<file path="config.mk">
export PLATFORM = sky130hd
export DESIGN_NAME = kmeans_2d_clustering
export DESIGN_NICKNAME = d
export VERILOG_FILES = /design/src/rtl/core/kmc_pkg.sv /design/src/rtl/core/kmc_ram.sv /design/src/rtl/core/kmc_div.sv /design/src/rtl/core/kmeans_2d_clustering.sv
export SDC_FILE = /design/constraint.sdc
export NUM_CORES = 2
export LEC_CHECK = 0
export ABC_AREA = 1
export BUFFER_PORTS_ARGS = -buffer_cell sky130_fd_sc_hd__buf_2
export CORE_MARGIN = 2
export CORE_UTILIZATION = 64
export DETAILED_ROUTE_END_ITERATION = 8
export GPL_TIMING_DRIVEN = 0
export HOLD_SLACK_MARGIN = 0.03
export PLACE_DENSITY = 0.81
export SYNTH_ARGS = -nofsm -noshare
export SYNTH_HDL_FRONTEND = slang
export SYNTH_SLANG_ARGS = --single-unit
</file>
<file path="constraint.sdc">
create_clock -name clk -period 15.75 [get_ports clk]
set_input_delay 0.7875 -clock clk [delete_from_list [all_inputs] [get_ports clk]]
set_output_delay 0.7875 -clock clk [all_outputs]
set_load 0.02 [all_outputs]
</file>
<file path="src/rtl/core/kmc_pkg.sv">
// Package for the 2D k-means block: payload structs, sizing constants, FSM states.
// No dependencies.
`default_nettype none
package kmc_pkg;
  localparam int MaxPointsDef = 32;
  localparam int MaxCentroidsDef = 8;
  localparam int CoordW = 16;
  localparam int IterW = 10;
  localparam logic [IterW-1:0] IterReset = 10'd100;

  localparam logic [1:0] StOk = 2'd0;
  localparam logic [1:0] StNoCentroid = 2'd1;
  localparam logic [1:0] StDropped = 2'd2;

  localparam logic ModePoint = 1'b0;
  localparam logic KindLabel = 1'b0;
  localparam logic KindCentroid = 1'b1;

  typedef struct packed {
    logic              mode;
    logic signed [15:0] coord_x;
    logic signed [15:0] coord_y;
    logic              final_item;
  } in_req_t;

  typedef struct packed {
    logic              kind;
    logic [4:0]        item_index;
    logic [2:0]        cluster_label;
    logic signed [15:0] out_x;
    logic signed [15:0] out_y;
    logic              run_end;
    logic [1:0]        status;
  } out_req_t;

  typedef enum logic [3:0] {
    S_LOAD, S_ERR, S_ASG_RD, S_ASG_CMP, S_ASG_WR, S_UPD_RD, S_UPD_ACC,
    S_DIV, S_DIV_WR, S_EMIT_PT, S_EMIT_CT, S_EMIT_WAIT
  } state_t;
endpackage
`default_nettype wire

</file>
<file path="src/rtl/core/kmc_ram.sv">
// Generic single-port-write, single-read RAM with registered read data.
// No dependencies.
`default_nettype none
module kmc_ram #(
  parameter int Width = 16,
  parameter int Depth = 32,
  localparam int AddrW = (Depth > 1) ? $clog2(Depth) : 1
) (
  input  wire logic             clk,
  input  wire logic             we,
  input  wire logic [AddrW-1:0] waddr,
  input  wire logic [Width-1:0] wdata,
  input  wire logic [AddrW-1:0] raddr,
  output logic      [Width-1:0] rdata
);
  logic [Width-1:0] mem [Depth];
  always_ff @(posedge clk) begin
    if (we) mem[waddr] <= wdata;
    rdata <= mem[raddr];
  end
endmodule
`default_nettype wire

</file>
<file path="src/rtl/core/kmc_div.sv">
// Restoring divider for signed sums by an unsigned count, truncation toward zero.
// No dependencies.
`default_nettype none
module kmc_div #(
  parameter int NumW = 22,
  parameter int DenW = 6
) (
  input  wire logic                   clk,
  input  wire logic                   rst_n,
  input  wire logic                   start,
  input  wire logic signed [NumW-1:0] num,
  input  wire logic [DenW-1:0]        den,
  output logic                        done,
  output logic signed [NumW-1:0]      quo
);
  localparam int CntW = $clog2(NumW + 1);
  logic [NumW-1:0] q_r, q_nxt;
  logic [DenW-1:0] rem_r, rem_nxt;
  logic [DenW-1:0] den_r;
  logic            neg_r, busy_r, busy_nxt;
  logic [CntW-1:0] cnt_r, cnt_nxt;
  logic [DenW:0]   trial;

  always_comb begin
    q_nxt = q_r;
    rem_nxt = rem_r;
    busy_nxt = busy_r;
    cnt_nxt = cnt_r;
    trial = {rem_r, q_r[NumW-1]};
    if (busy_r) begin
      if (trial >= {1'b0, den_r}) begin
        rem_nxt = DenW'(trial - {1'b0, den_r});
        q_nxt = {q_r[NumW-2:0], 1'b1};
      end else begin
        rem_nxt = DenW'(trial);
        q_nxt = {q_r[NumW-2:0], 1'b0};
      end
      cnt_nxt = cnt_r - 1'b1;
      if (cnt_r == CntW'(1)) busy_nxt = 1'b0;
    end
  end

  always_ff @(posedge clk) begin
    if (!rst_n) begin
      busy_r <= 1'b0;
      done <= 1'b0;
    end else begin
      done <= busy_r && !busy_nxt;
      busy_r <= start ? 1'b1 : busy_nxt;
    end
    if (start) begin
      q_r <= num[NumW-1] ? NumW'(-num) : NumW'(num);
      neg_r <= num[NumW-1];
      den_r <= den;
      rem_r <= '0;
      cnt_r <= CntW'(NumW);
    end else begin
      q_r <= q_nxt;
      rem_r <= rem_nxt;
      cnt_r <= cnt_nxt;
    end
  end

  assign quo = neg_r ? -$signed(q_r) : $signed(q_r);
endmodule
`default_nettype wire

</file>
<file path="src/rtl/core/kmeans_2d_clustering.sv">
// Top level of the 2D Lloyd k-means block: load, iterate, emit.
// Depends on kmc_pkg, kmc_ram, kmc_div.
//
//  channel | ports                       | direction
//  in      | in_valid, in_stall, in_data | request in, stall out
//  out     | out_valid, out_stall, out_data | request out, stall in
//  cfg     | cfg_valid, cfg_ready, cfg_data | register write in
//
// Loading accepts one request per cycle. An iteration assigns every point to its
// nearest centroid, then updates each centroid, paced by the single read port of
// the point memories and the 22-step serial divider run once for x and once for y
// (skipped without members). Each result is read from memory before it is shown.
// Reset clears FSM, counts and flags and restores the default iteration setting.
// Input stalls during a job and emission; output stalls hold the emitter.
`default_nettype none
module kmeans_2d_clustering #(
  parameter int MaxPoints = kmc_pkg::MaxPointsDef,
  parameter int MaxCentroids = kmc_pkg::MaxCentroidsDef
) (
  input  wire logic                clk,
  input  wire logic                rst_n,
  input  wire logic                in_valid,
  output logic                     in_stall,
  input  wire kmc_pkg::in_req_t    in_data,
  output logic                     out_valid,
  input  wire logic                out_stall,
  output kmc_pkg::out_req_t        out_data,
  input  wire logic                cfg_valid,
  output logic                     cfg_ready,
  input  wire logic [kmc_pkg::IterW-1:0] cfg_data
);
  import kmc_pkg::*;
  localparam int PW = $clog2(MaxPoints + 1);
  localparam int PA = (MaxPoints > 1) ? $clog2(MaxPoints) : 1;
  localparam int CW = $clog2(MaxCentroids + 1);
  localparam int CA = (MaxCentroids > 1) ? $clog2(MaxCentroids) : 1;
  localparam int SumW = CoordW + PW;
  localparam int DistW = 2 * (CoordW + 1) + 1;

  state_t state_r, state_nxt;
  logic [IterW-1:0] iters_r, iter_r, iter_nxt;
  logic [PW-1:0] pcnt_r, pcnt_nxt, pi_r, pi_nxt;
  logic [CW-1:0] ccnt_r, ccnt_nxt, cj_r, cj_nxt;
  logic ovf_r, ovf_nxt;
  logic signed [SumW-1:0] sx_r, sx_nxt, sy_r, sy_nxt;
  logic [PW-1:0] mcnt_r, mcnt_nxt;
  logic [DistW-1:0] best_r, best_nxt;
  logic [CA-1:0] bi_r, bi_nxt;
  logic rd_ok_r, rd_ok_nxt, ydone_r, ydone_nxt;
  logic signed [CoordW-1:0] qx_r, qx_nxt;

  logic pw_e, lw_e, cw_e;
  logic [PA-1:0] pw_a, p_ra;
  logic [CA-1:0] cw_a, c_ra;
  logic [CoordW-1:0] cw_x, cw_y, px_q, py_q, cx_q, cy_q;
  logic [2:0] lw_d, l_q;

  kmc_ram #(.Width(CoordW), .Depth(MaxPoints)) u_px (.clk, .we(pw_e), .waddr(pw_a),
    .wdata(in_data.coord_x), .raddr(p_ra), .rdata(px_q));
  kmc_ram #(.Width(CoordW), .Depth(MaxPoints)) u_py (.clk, .we(pw_e), .waddr(pw_a),
    .wdata(in_data.coord_y), .raddr(p_ra), .rdata(py_q));
  kmc_ram #(.Width(3), .Depth(MaxPoints)) u_pl (.clk, .we(lw_e), .waddr(pi_r[PA-1:0]),
    .wdata(lw_d), .raddr(p_ra), .rdata(l_q));
  kmc_ram #(.Width(CoordW), .Depth(MaxCentroids)) u_cx (.clk, .we(cw_e), .waddr(cw_a),
    .wdata(cw_x), .raddr(c_ra), .rdata(cx_q));
  kmc_ram #(.Width(CoordW), .Depth(MaxCentroids)) u_cy (.clk, .we(cw_e), .waddr(cw_a),
    .wdata(cw_y), .raddr(c_ra), .rdata(cy_q));

  logic div_start, div_done;
  logic signed [SumW-1:0] div_q;
  kmc_div #(.NumW(SumW), .DenW(PW)) u_div (.clk, .rst_n, .start(div_start),
    .num(ydone_r ? sy_r : sx_r), .den(mcnt_r), .done(div_done), .quo(div_q));

  logic signed [CoordW:0] dx, dy;
  logic signed [2*CoordW+1:0] dx2, dy2;
  logic [DistW-1:0] sq_d;
  assign dx = $signed({px_q[CoordW-1], px_q}) - $signed({cx_q[CoordW-1], cx_q});
  assign dy = $signed({py_q[CoordW-1], py_q}) - $signed({cy_q[CoordW-1], cy_q});
  assign dx2 = dx * dx;
  assign dy2 = dy * dy;
  assign sq_d = DistW'($unsigned(dx2)) + DistW'($unsigned(dy2));

  logic [1:0] st;
  assign st = ovf_r ? StDropped : StOk;
  logic acc;
  assign acc = in_valid && !in_stall;
  assign cfg_ready = (state_r == S_LOAD);
  assign in_stall = (state_r != S_LOAD);

  always_comb begin
    state_nxt = state_r;
    iter_nxt = iter_r; pcnt_nxt = pcnt_r; ccnt_nxt = ccnt_r; ovf_nxt = ovf_r;
    pi_nxt = pi_r; cj_nxt = cj_r; sx_nxt = sx_r; sy_nxt = sy_r; mcnt_nxt = mcnt_r;
    best_nxt = best_r; bi_nxt = bi_r; rd_ok_nxt = 1'b0; ydone_nxt = ydone_r;
    qx_nxt = qx_r;
    pw_e = 1'b0; pw_a = pcnt_r[PA-1:0]; lw_e = 1'b0; lw_d = '0;
    cw_e = 1'b0; cw_a = ccnt_r[CA-1:0]; cw_x = in_data.coord_x; cw_y = in_data.coord_y;
    p_ra = pi_r[PA-1:0]; c_ra = cj_r[CA-1:0];
    div_start = 1'b0;
    out_valid = 1'b0; out_data = '0;
    unique case (state_r)
      S_LOAD: if (acc) begin
        if (in_data.mode == ModePoint) begin
          if (pcnt_r < PW'(MaxPoints)) begin
            pw_e = 1'b1; pcnt_nxt = pcnt_r + 1'b1;
          end else ovf_nxt = 1'b1;
        end else begin
          if (ccnt_r < CW'(MaxCentroids)) begin
            cw_e = 1'b1; ccnt_nxt = ccnt_r + 1'b1;
          end else ovf_nxt = 1'b1;
        end
        if (in_data.final_item) begin
          iter_nxt = '0; pi_nxt = '0; cj_nxt = '0;
          if (ccnt_nxt == '0) state_nxt = S_ERR;
          else if (iters_r == '0 || pcnt_nxt == '0) state_nxt = S_EMIT_PT;
          else state_nxt = S_ASG_RD;
        end
      end
      S_ERR: begin
        out_valid = 1'b1;
        out_data.run_end = 1'b1; out_data.status = StNoCentroid;
        if (!out_stall) begin
          state_nxt = S_LOAD; pcnt_nxt = '0; ccnt_nxt = '0; ovf_nxt = 1'b0;
        end
      end
      S_ASG_RD: begin
        cj_nxt = '0; best_nxt = '1; bi_nxt = '0;
        c_ra = '0; state_nxt = S_ASG_CMP; rd_ok_nxt = 1'b1;
      end
      S_ASG_CMP: begin
        if (sq_d < best_r || cj_r == '0) begin
          best_nxt = sq_d; bi_nxt = cj_r[CA-1:0];
        end
        c_ra = CA'(cj_r + 1'b1);
        cj_nxt = cj_r + 1'b1;
        if (cj_r + 1'b1 == ccnt_r) state_nxt = S_ASG_WR;
      end
      S_ASG_WR: begin
        lw_e = 1'b1; lw_d = 3'(bi_r);
        if (pi_r + 1'b1 == pcnt_r) begin
          pi_nxt = '0; cj_nxt = '0; state_nxt = S_UPD_RD;
        end else begin
          pi_nxt = pi_r + 1'b1; p_ra = PA'(pi_r + 1'b1); state_nxt = S_ASG_RD;
        end
      end
      S_UPD_RD: begin
        sx_nxt = '0; sy_nxt = '0; mcnt_nxt = '0; pi_nxt = '0; p_ra = '0;
        state_nxt = S_UPD_ACC;
      end
      S_UPD_ACC: begin
        if (l_q == 3'(cj_r)) begin
          sx_nxt = sx_r + SumW'($signed(px_q));
          sy_nxt = sy_r + SumW'($signed(py_q));
          mcnt_nxt = mcnt_r + 1'b1;
        end
        p_ra = PA'(pi_r + 1'b1);
        pi_nxt = pi_r + 1'b1;
        if (pi_r + 1'b1 == pcnt_r) begin
          pi_nxt = '0;
          if (mcnt_nxt == '0) begin
            state_nxt = S_DIV_WR;
          end else begin
            ydone_nxt = 1'b0; state_nxt = S_DIV;
          end
        end
      end
      S_DIV: begin
        if (!rd_ok_r && !div_done) begin
          div_start = 1'b1; rd_ok_nxt = 1'b1;
        end else if (div_done) begin
          if (!ydone_r) begin
            qx_nxt = CoordW'(div_q); ydone_nxt = 1'b1;
          end else begin
            cw_e = 1'b1; cw_a = cj_r[CA-1:0];
            cw_x = qx_r; cw_y = CoordW'(div_q);
            ydone_nxt = 1'b0; state_nxt = S_DIV_WR;
          end
        end else rd_ok_nxt = 1'b1;
      end
      S_DIV_WR: begin
        p_ra = '0;
        if (cj_r + 1'b1 == ccnt_r) begin
          cj_nxt = '0; pi_nxt = '0;
          iter_nxt = iter_r + 1'b1;
          state_nxt = (iter_r + 1'b1 == iters_r) ? S_EMIT_WAIT : S_ASG_RD;
        end else begin
          cj_nxt = cj_r + 1'b1; state_nxt = S_UPD_RD;
        end
      end
      S_EMIT_WAIT: begin
        state_nxt = S_EMIT_PT;
      end
      S_EMIT_PT: begin
        if (pi_r == pcnt_r) begin
          state_nxt = S_EMIT_CT;
        end else if (rd_ok_r) begin
          out_valid = 1'b1;
          out_data.kind = KindLabel; out_data.item_index = 5'(pi_r);
          out_data.cluster_label = (iters_r == '0) ? 3'd0 : l_q;
          out_data.out_x = px_q; out_data.out_y = py_q; out_data.status = st;
          if (!out_stall) begin
            pi_nxt = pi_r + 1'b1; p_ra = PA'(pi_r + 1'b1);
          end else rd_ok_nxt = 1'b1;
          rd_ok_nxt = out_stall;
        end else rd_ok_nxt = 1'b1;
      end
      S_EMIT_CT: begin
        if (rd_ok_r) begin
          out_valid = 1'b1;
          out_data.kind = KindCentroid; out_data.item_index = 5'(cj_r);
          out_data.out_x = cx_q; out_data.out_y = cy_q; out_data.status = st;
          out_data.run_end = (cj_r + 1'b1 == ccnt_r);
          rd_ok_nxt = out_stall;
          if (!out_stall) begin
            cj_nxt = cj_r + 1'b1; c_ra = CA'(cj_r + 1'b1);
            if (cj_r + 1'b1 == ccnt_r) begin
              state_nxt = S_LOAD; pcnt_nxt = '0; ccnt_nxt = '0; ovf_nxt = 1'b0;
              pi_nxt = '0; cj_nxt = '0;
            end
          end
        end else rd_ok_nxt = 1'b1;
      end
      default: state_nxt = S_LOAD;
    endcase
  end

  always_ff @(posedge clk) begin
    if (!rst_n) begin
      state_r <= S_LOAD; iters_r <= IterReset; iter_r <= '0;
      pcnt_r <= '0; ccnt_r <= '0; ovf_r <= 1'b0; pi_r <= '0; cj_r <= '0;
      rd_ok_r <= 1'b0; ydone_r <= 1'b0; mcnt_r <= '0;
    end else begin
      state_r <= state_nxt; iter_r <= iter_nxt;
      pcnt_r <= pcnt_nxt; ccnt_r <= ccnt_nxt; ovf_r <= ovf_nxt;
      pi_r <= pi_nxt; cj_r <= cj_nxt; rd_ok_r <= rd_ok_nxt; ydone_r <= ydone_nxt;
      mcnt_r <= mcnt_nxt;
      if (cfg_valid && cfg_ready) iters_r <= cfg_data;
    end
    sx_r <= sx_nxt; sy_r <= sy_nxt; best_r <= best_nxt; bi_r <= bi_nxt; qx_r <= qx_nxt;
  end
endmodule
`default_nettype wire

</file>
==> impl_results.md <==
* Fraction of registers with async set/reset at 0
* Crit path largest cell delay at about 0.88 ns
* Initial antenna violation count at 19
* Largest net degree at the start of global routing at 34
* Status: complete, but fails checks
* Most frequent cells in the layout: nand2_1 (1,727), edfxtp_1 (1,503), inv_1 (1,288)
* Final Setup Violations at 0
* Layout Skew at between 0.07 and 0.08 ns
* Critical path arrival at between 10 and 15 ns
* Post-CTS Resized at 0
* Family with the most delay on the worst path: adder cells
* Number of synthesized flops with an enable pin at 1,503
* TritonCTS Sinks at around 1,600
* Synth area leader: edfxtp_1
* CP Launch Type: register
* H-tree Lvls at 4
* HPWL after detailed placement at 225,000 um
* IO Port Bufs at 95
* CTS Hold Buffers Added at 0
* CTS max path bufs at 3
* Share of cells above drive strength 1 at 0.0746
* Mapped Cells at ~9,500
* Worst-skew pair later-pin latency at 0.85 ns
* Fillers at 10,508
* Layout area overhead at 10.3%
* Register area share after synthesis at 0.504
* Post-synthesis xor/xnor area fraction at 0.0170
* Worst R2R Start: u_py.rdata[0]
* DRT Pass-1 Iters at 9
* Synth Area in Compound Gates at 0.0604
* First-pass GRT wire length at approximately 460,000 um
* Vias in the first global route at around 74,000
* R2R depth at 49
* Hold path start: cfg_data[2]
* Die Ht at 389 um
* Commonest non-fill, non-tap cell in the layout: nand2_1
* Hold path endpoint: iters_r[2]
* Clock transition at the registers of the reported paths at roughly 0.060 ns
* Routability cong. at roughly 1.0
* I/O Pins at 96
* Final Cell Area at ~100,000 um2
* Die X at between 300 and 400 um
* Fin. max-slew vios at 12
* GRT Util Overall at 0.410
* Flops & latches, synth at 1,636
* CP Buf/Inv Count at 9
* Num rows at ~140
* Main combinational cell family by area after synthesis: simple AND/OR/NAND/NOR gates
* Via Count at roughly 75,000
* Final wirelength at roughly 310,000 um
* Post-Syn Nets at approximately 10,000
* Final Hold Violating Endpoints at 0
* Overflow after GRT at 0
* Worst-margin pin slew at approximately 1.5 ns
* Fmax at 0.0774 GHz
* R2r endpoint: best_r[23]
* Simple-Gate Fraction of Synth Area at 0.186
* CP Max Fanout at 30
* Area of the multi-input gates at 40,500 um2
* Tcrit/Tclk final at 0.821
* Worst setup EP type: register
* Adder-cell share of the synthesized area at 0.159
* DIE AREA at 151,000 um2
* Seq. cell area at 47,800 um2
* Setup TNS Final at 0 ns
* Nets at about 11,000
* Vias per inst at between 6 and 7
* WHS Path Cells at 3
* Minimum clock period at between 10 and 15 ns
* Post-synthesis mux area share at 0.000738
* Initial core utilization at 0.643
* WL/cell at 26.2 um
* Synth top area share at 0.476
* RSZ-0062 raised after global routing: false
* Post-DP Area at roughly 100,000 um2
* Area contributors post-synth: edfxtp_1 (48%), fa_1 (12%), nand2_1 (6.8%), nand3_1 (6.2%), inv_1 (5.1%)
* Root Buffer: clkbuf_16
* Library cells used by synthesis at 63
* Final antenna-violating net count at 0
* Mean Syn Cell Area at approximately 10 um2
* Core box area at ~150,000 um2
* Slowest CP cell: o21ai_0
* Violated checks: max-capacitance violations, max-slew violations
* Hold WC Path Type: in -> reg
* Synth Warn # at 0
* WP data required at 16.27 ns
* Crit Path Class: reg -> reg
* Rel. slew slack at -0.0430
* Total setup buffers inserted after CTS at 0
* Iter 0 DRT Violations at between 10,000 and 15,000
* Most used cell, CP: nand2_1
* Primary FF master, synth: edfxtp_1
* CTS tree: done
* R2r setup slk at approximately 2.8 ns
* Drt drc at 0
* CTS buffer count at roughly 170
* Mapped cell area at 94,900 um2
* Max_cap viols at 3
-- through the flow --
step | instances | hold WS (ns) | util | worst slack [ns]
6_report | 11889 | 0.210 | 0.710 | 2.83
5_1_grt | 11880 | 0.205 | 0.710 | 2.33
4_1_cts | 11878 | 0.191 | 0.710 | 3.06
3_5_place_dp | 11579 | 0.451 | 0.673 | 3.11
3_3_place_gp | 11529 | 0.440 | 0.663 | 0.881
2_1_floorplan | 9504 | 0.429 | - | 4.49
-- state kept, by name, indices dropped and copies added, names as in the netlist, 22 cells and up --
signal     flops
u_div.q_r     22
u_py.mem     512
sy_r          22
u_cx.mem     128
best_r        35
u_cy.mem     128
u_pl.mem      96
u_px.mem     512
sx_r          22
-- worst max path at each step --
stage	startpoint	to	slack, ns	cells after the start
2_1_floorplan	u_py.rdata[0]	best_r[0]	4.49	48
3_3_place_gp	u_cy.rdata[4]	best_r[17]	0.88	44
3_5_place_dp	u_py.rdata[1]	best_r[11]	3.11	48
4_1_cts	u_py.rdata[1]	best_r[21]	3.06	48
6_report	u_py.rdata[0]	best_r[23]	2.83	49
5_1_grt	u_py.rdata[1]	best_r[24]	2.33	48
-- metal layers --
layer	GRT usage	wire length [um]	up-vias
li1	-	-	32612
met1	0.510	105000	36214
met2	0.634	139000	5356
met3	0.110	40500	1254
met4	0.275	25600	8
met5	0	53	-
-- final cells by class --
cell class,count,area share
inverters,1318,0.0473
clock buffers,218,0.0433
well taps,1930,0.0231
clock inverters,81,0.00865
flip-flops and latches,1636,0.457
repair buffers,145,0.0147
multi-input cells,6094,0.387
plain buffers,456,0.0195
diodes,11,0.000263
-- cells by family (layout without fill, tap and decap cells) --
group / after synthesis / in the layout
multiplexers: 7 / 7
other: 0 / 11
buffers and inverters: 1774 / 2218
flip-flops: 1636 / 1636
adder cells (fa/ha/maj): 873 / 873
AND/OR/NAND/NOR: 3999 / 3999
XOR/XNOR: 183 / 183
AO/OA/AOI/OAI: 1032 / 1032
-- synth_stat cells (all sizes together), types with 15 or more instances --
library cell,instances
a211oi,21
a21o,17
a21oi,308
a31oi,53
buf,233
clkbuf,223
dfxtp,133
edfxtp,1503
fa,550
ha,323
inv,1309
nand2,1735
nand3,1180
nand3b,43
nand4,271
nor2,658
nor3,43
o21a,15
o21ai,475
o21bai,45
o22ai,45
or2,52
xnor2,61
xor2,122
-- worst register-to-register path, delay by kind of cell, from the launching register on --
family	cells	cell delay (ns)
AND/OR/NAND/NOR	14	1.89
flip-flops	1	0.48
XOR/XNOR	2	1.00
adder cells (fa/ha/maj)	11	4.79
AO/OA/AOI/OAI	13	3.51
buffers and inverters	9	0.96
Power is not shown: default switching activity piles up to over one toggle a cycle in this logic, so the estimate is an artifact.
